$ cat src/rtl/core/link_emulator_rate_delay_loss_macros.svh
// Assertion macros for the link emulator.
// Define NO_ASSERTIONS to compile the checks away; used by the top level only.
`ifndef LINK_EMULATOR_RATE_DELAY_LOSS_MACROS_SVH
`define LINK_EMULATOR_RATE_DELAY_LOSS_MACROS_SVH
`ifndef NO_ASSERTIONS
// consequent checked in the same cycle as the antecedent
`define LEM_ASSERT_SAME(lbl, ante, cons) \
    lbl: assert property (@(posedge clk) disable iff (!rst_n) (ante) |-> (cons)) \
        else $error("link emulator check failed");
// consequent checked in the cycle after the antecedent
`define LEM_ASSERT_NEXT(lbl, ante, cons) \
    lbl: assert property (@(posedge clk) disable iff (!rst_n) (ante) |=> (cons)) \
        else $error("link emulator check failed");
`else
`define LEM_ASSERT_SAME(lbl, ante, cons)
`define LEM_ASSERT_NEXT(lbl, ante, cons)
`endif
`endif

$ cat src/rtl/core/lnkemu_pkg.sv
// Shared types and constants of the link emulator.
// No dependencies; used by lnkemu_ctrl, lnkemu_dp and the top level.
`timescale 1ns / 1ps

package lnkemu_pkg;

    localparam int REQ_TIME_W = 48;
    localparam int LEN_W      = 16;
    localparam int TAG_W      = 16;
    localparam int DRAW_W     = 10;
    localparam int TRAIN_W    = 2;
    localparam int CODE_W     = 3;
    localparam int BURST_W    = 3;

    // configuration port
    localparam int CFG_IDX_W  = 3;
    localparam int CFG_DATA_W = 24;
    localparam int BIT_TIME_W = 20;
    localparam int DELAY_W    = 24;
    localparam int LPM_W      = 10;

    // serialization time: length * 8 * bit_time
    localparam int MUL_W  = LEN_W + BIT_TIME_W;
    localparam int BUSY_W = MUL_W + 3;

    // results per request
    localparam int RESULT_LIMIT = 64;
    localparam int CNT_W        = 7;

    // shortest burst is two drops
    localparam int BURST_MIN = 2;

    localparam logic [BIT_TIME_W-1:0] BIT_TIME_RST = BIT_TIME_W'(5);
    localparam logic [DELAY_W-1:0]    DELAY_RST    = DELAY_W'(150000);
    localparam logic                  LOSS_EN_RST  = 1'b0;
    localparam logic [LPM_W-1:0]      LPM_RST      = LPM_W'(10);
    localparam logic [LEN_W-1:0]      MAX_LEN_RST  = LEN_W'(1500);

    typedef enum logic [CFG_IDX_W-1:0] {
        CFG_BIT_TIME = 3'd0,
        CFG_DELAY    = 3'd1,
        CFG_LOSS_EN  = 3'd2,
        CFG_LOSS_PM  = 3'd3,
        CFG_MAX_LEN  = 3'd4
    } cfg_index_t;

    typedef enum logic [CODE_W-1:0] {
        RES_ACCEPTED   = 3'd0,
        RES_LOST       = 3'd1,
        RES_FULL       = 3'd2,
        RES_BAD_LENGTH = 3'd3,
        RES_EMPTY      = 3'd4,
        RES_RELEASED   = 3'd5
    } res_code_t;

    typedef enum logic [2:0] {
        ST_IDLE,
        ST_CLASSIFY,
        ST_LINK,
        ST_ENQUEUE,
        ST_READ,
        ST_CHECK
    } lem_state_t;

    typedef struct packed {
        logic                  kind;
        logic [REQ_TIME_W-1:0] time_us;
        logic [LEN_W-1:0]      length;
        logic [TAG_W-1:0]      packet_tag;
        logic [DRAW_W-1:0]     loss_draw;
        logic [TRAIN_W-1:0]    train_draw;
    } request_t;

    typedef struct packed {
        logic [CODE_W-1:0] result_kind;
        logic [TAG_W-1:0]  packet_tag_res;
        logic [LEN_W-1:0]  length_res;
        logic              last;
    } result_t;

    // controller -> datapath
    typedef struct packed {
        logic capture;      // latch request, clear result count
        logic set_code;     // hold the offer's own result
        logic link_update;  // advance link free time, burst state
        logic enqueue;      // write queue entry at tail
        logic head_read;    // read queue entry at head
        logic head_pop;     // pop head, emit held result (not last)
        logic finish;       // emit held result as last
    } dp_cmd_t;

    // datapath -> controller
    typedef struct packed {
        logic      is_tick;
        res_code_t code;
        logic      held_accept;
        logic      release_ok;
    } dp_stat_t;

endpackage

$ cat src/rtl/core/lnkemu_ctrl.sv
// Controller of the link emulator: sequences classify, link, enqueue and release.
// Depends on lnkemu_pkg.
`timescale 1ns / 1ps

module lnkemu_ctrl (
    input  logic                clk,
    input  logic                rst_n,
    input  logic                start,
    input  lnkemu_pkg::dp_stat_t stat,
    output lnkemu_pkg::dp_cmd_t  cmd,
    output logic                busy
);

    lnkemu_pkg::lem_state_t state_reg, state_next;

    // state register
    always_ff @(posedge clk or negedge rst_n)
    begin
        if (!rst_n)
        begin
            state_reg <= lnkemu_pkg::ST_IDLE;
        end
        else
        begin
            state_reg <= state_next;
        end
    end

    // next state
    always_comb
    begin
        state_next = state_reg;
        unique case (state_reg)
            lnkemu_pkg::ST_IDLE:
            begin
                if (start)
                begin
                    state_next = lnkemu_pkg::ST_CLASSIFY;
                end
            end
            lnkemu_pkg::ST_CLASSIFY:
            begin
                if (stat.is_tick)
                begin
                    state_next = lnkemu_pkg::ST_READ;
                end
                else if (stat.code == lnkemu_pkg::RES_ACCEPTED ||
                         stat.code == lnkemu_pkg::RES_LOST)
                begin
                    state_next = lnkemu_pkg::ST_LINK;
                end
                else
                begin
                    state_next = lnkemu_pkg::ST_READ;
                end
            end
            lnkemu_pkg::ST_LINK:
            begin
                state_next = stat.held_accept ? lnkemu_pkg::ST_ENQUEUE
                                              : lnkemu_pkg::ST_READ;
            end
            lnkemu_pkg::ST_ENQUEUE:
            begin
                state_next = lnkemu_pkg::ST_READ;
            end
            lnkemu_pkg::ST_READ:
            begin
                state_next = lnkemu_pkg::ST_CHECK;
            end
            lnkemu_pkg::ST_CHECK:
            begin
                state_next = stat.release_ok ? lnkemu_pkg::ST_READ
                                             : lnkemu_pkg::ST_IDLE;
            end
            default:
            begin
                state_next = lnkemu_pkg::ST_IDLE;
            end
        endcase
    end

    // commands
    always_comb
    begin
        cmd  = '0;
        busy = 1'b1;
        unique case (state_reg)
            lnkemu_pkg::ST_IDLE:
            begin
                busy        = 1'b0;
                cmd.capture = start;
            end
            lnkemu_pkg::ST_CLASSIFY:
            begin
                cmd.set_code = !stat.is_tick;
            end
            lnkemu_pkg::ST_LINK:
            begin
                cmd.link_update = 1'b1;
            end
            lnkemu_pkg::ST_ENQUEUE:
            begin
                cmd.enqueue = 1'b1;
            end
            lnkemu_pkg::ST_READ:
            begin
                cmd.head_read = 1'b1;
            end
            lnkemu_pkg::ST_CHECK:
            begin
                cmd.head_pop = stat.release_ok;
                cmd.finish   = !stat.release_ok;
            end
            default:
            begin
                busy = 1'b1;
            end
        endcase
    end

endmodule

$ cat config.mk
export PLATFORM = sky130hd
export DESIGN_NAME = lnkemu_ctrl
export DESIGN_NICKNAME = d
export VERILOG_FILES = /design/src/rtl/core/link_emulator_rate_delay_loss_macros.svh /design/src/rtl/core/lnkemu_pkg.sv /design/src/rtl/core/lnkemu_ctrl.sv
export SDC_FILE = /design/constraint.sdc
export NUM_CORES = 1
export LEC_CHECK = 0
export ABC_AREA = 1
export BUFFER_PORTS_ARGS = -buffer_cell sky130_fd_sc_hd__buf_2
export CAP_MARGIN = 20
export CORE_AREA = 3 3 40 42
export DETAILED_ROUTE_END_ITERATION = 8
export DIE_AREA = 0 0 43 45
export PLACE_DENSITY_LB_ADDON = 0.2
export SYNTH_ARGS = -nofsm -noshare
export SYNTH_HDL_FRONTEND = slang
export SYNTH_SLANG_ARGS = --single-unit
$ cat constraint.sdc
create_clock -name clk -period 1 [get_ports clk]
set_clock_uncertainty 0.15 [all_clocks]
set_input_delay 0.05 -clock clk [delete_from_list [all_inputs] [get_ports clk]]
set_output_delay 0.05 -clock clk [all_outputs]
set_load 0.005 [all_outputs]
==> metrics.txt <==
nets@finish=just over 70; # setup viols final=11; vias in the first global route=274; Filler cells=138; min cycle time layout=approximately 1.3 ns; Congestion Overflow GR=0; router iterations before antenna repair=4; total CTS buffers=3; dpl cell area=335 um^2; Max-Cap Viols=0; share of the synthesized area in the top cell type=34.3%; Netlist cell types=11; Seq/Total Area, Yosys=34.3%; setup TNS=-2.32 ns; post-route ant nets=0; global-route wire length before repair=1160 um; Worst-path clk slew=0.04 ns; clk sink count=3; PortBufs=15; Rel. slew slack=just over 90%; ANT cells=0; hold slack=-0.0367 ns; DP Worst Slack=-0.0485 ns; FF/Latch Area=about 76 um^2; crit end category=output port; DRT iter0 DRCs=7; via count=298; count of state elements after synthesis=3; HP Class=in -> reg; crit share post-route=128%; GRT Total Usage=8.60%; RSZ-0062 raised after global routing=yes; slowest stage cell, crit path=dfrtp_1; Largest register FFs=3; Ports=17; final instance area=449 um^2; Finished Core Util=35.0%; largest net degree at the start of global routing=7; DRC viols=0; P&R area growth vs syn=105%; final hold vios=2; CTS tree=yes; initial antenna violation count=0; Core Area=1280 um^2; layout cell share with drive strength beyond 1=61.3%; Pleak=0.240 nW; top post-synthesis cells by area=dfrtp_1 (34%), nor2_1 (15%), inv_1 (10%); Slew @ Worst Pin=0.141 ns; root buffer cell=clkbuf_4; CP startpoint kind=flop; cell count after synthesis=34; setup slack after layout=-0.284 ns; Skew-Pair Late Insertion Delay=0.23 ns; H-tree depth=1; die area=1940 um^2; Cell Area, Synth=219 um^2; syn avg cell area=6.44 um^2; PwrDens=2380 nW/um^2; Die Y=45 um; violated checks=negative hold slack, negative setup slack; Critical Path RT=0.80 ns; VDD IR max=between 800 and 900 uV; die outline width=43 um; Final Wtd Congestion=between 0.6 and 0.7; status=finished with violations; DR vias/cell=slightly below 4; area of the multi-input gates=roughly 140 um^2; reg2reg path depth=5; starting density of the core=17.0%; WHS Path Cells=4; syn nets=43; Crit Path Category=reg -> out; final wirelength=between 600 and 700 um; routed len/inst=8.94 um; CP arrival=about 1.1 ns; yosys warns=0; Fmax=779 MHz; hold_buf cts=3; Critical Path Max Stage Delay=0.39 ns; standard-cell row count=13; DPL Wire Length=471 um; CP cell instances=inv_4 -> nor2_4 -> nand2_1 -> nor2_1 -> buf_2; Synth area leader=dfrtp_1; max-slew violations=0; CTS Buffer Depth=2; worst-path fanout max=6
[critical path, delay by kind of cell (launching register included)]
| family | cells | cell delay [ns] |
|---|---|---|
| DFF | 1 | 0.39 |
| and+or+nand+nor | 3 | 0.28 |
| buffers and inverters | 2 | 0.19 |
[final timing paths]
check,startpoint,end,slack [ns]
worst max-delay path,state_reg[0]$_DFFE_PN0P_,cmd[0],-0.28
max in group asynchronous,rst_n,state_reg[2]$_DFFE_PN0P_,0.57
worst min register to register,state_reg[1]$_DFFE_PN0P_,state_reg[1]$_DFFE_PN0P_,0.47
worst max register to register,state_reg[1]$_DFFE_PN0P_,state_reg[0]$_DFFE_PN0P_,-0.12
min in group asynchronous,rst_n,state_reg[2]$_DFFE_PN0P_,0.01
worst min-delay path,stat[4],state_reg[1]$_DFFE_PN0P_,-0.04
[layout make-up]
class,instances,area share (%)
multi-input combinational,23,30.9
timing repair buffer,24,34.3
tap,15,4.18
clock buffer,4,5.85
sequential,3,17.0
inverter,8,7.80
[cell usage after synthesis (all sizes together)]
cell and instances:
nand2 4, a21oi 1, dfrtp 3, o211ai 1
nor2 11, nand3 4, o21ai 2, inv 8
[cells in the final DEF (no fill, tap or decap), drive strengths merged]
cell type,netlist,final
nand3,4,4
dfrtp,3,3
clkbuf,0,4
a21oi,1,1
dlygate4sd3,0,3
o211ai,1,1
o21ai,2,2
inv,8,8
nand2,4,4
nor2,11,11
buf,0,21
[routing by layer]
| layer | track usage, % | part of all wire (%) | vias up |
|---|---|---|---|
| met5 | 0 | 0 | - |
| met4 | 3.61 | 0 | 0 |
| met3 | 7.17 | 10 | 0 |
| met2 | 9.28 | 43 | 11 |
| met1 | 11.7 | 46 | 124 |
| li1 | - | - | 163 |
[stage by stage]
step / cells / total power, mW
4_1_cts: 75 / 0.971
5_1_grt: 77 / 1.19
6_report: 77 / 1.07
2_1_floorplan: 34 / 0.460
3_3_place_gp: 67 / 0.707
3_5_place_dp: 67 / 0.698
[repair_timing]
action                                 CTS  global route
endpoints found under the hold margin    6             2
cloned                                   0             0
pin swaps                                4             7
resized for setup                        5             8
setup buffers                            1             2
setup endpoints to repair               11            11
[cell families after synthesis]
| kind of cell | after synthesis | synth area share (%) |
|---|---|---|
| AO/OA/AOI/OAI | 4 | 10.3 |
| buffers and inverters | 8 | 13.7 |
| flip-flops | 3 | 34.3 |
| AND/OR/NAND/NOR | 19 | 41.7 |
[where the power goes]
group | switching, mW | internal [mW] | total [mW]
combinational | 0.308 | 0.307 | 0.615
clock | 0.0645 | 0.150 | 0.214
sequential | 0.0673 | 0.173 | 0.240
Note: power is estimated with default switching activity, not from simulation.
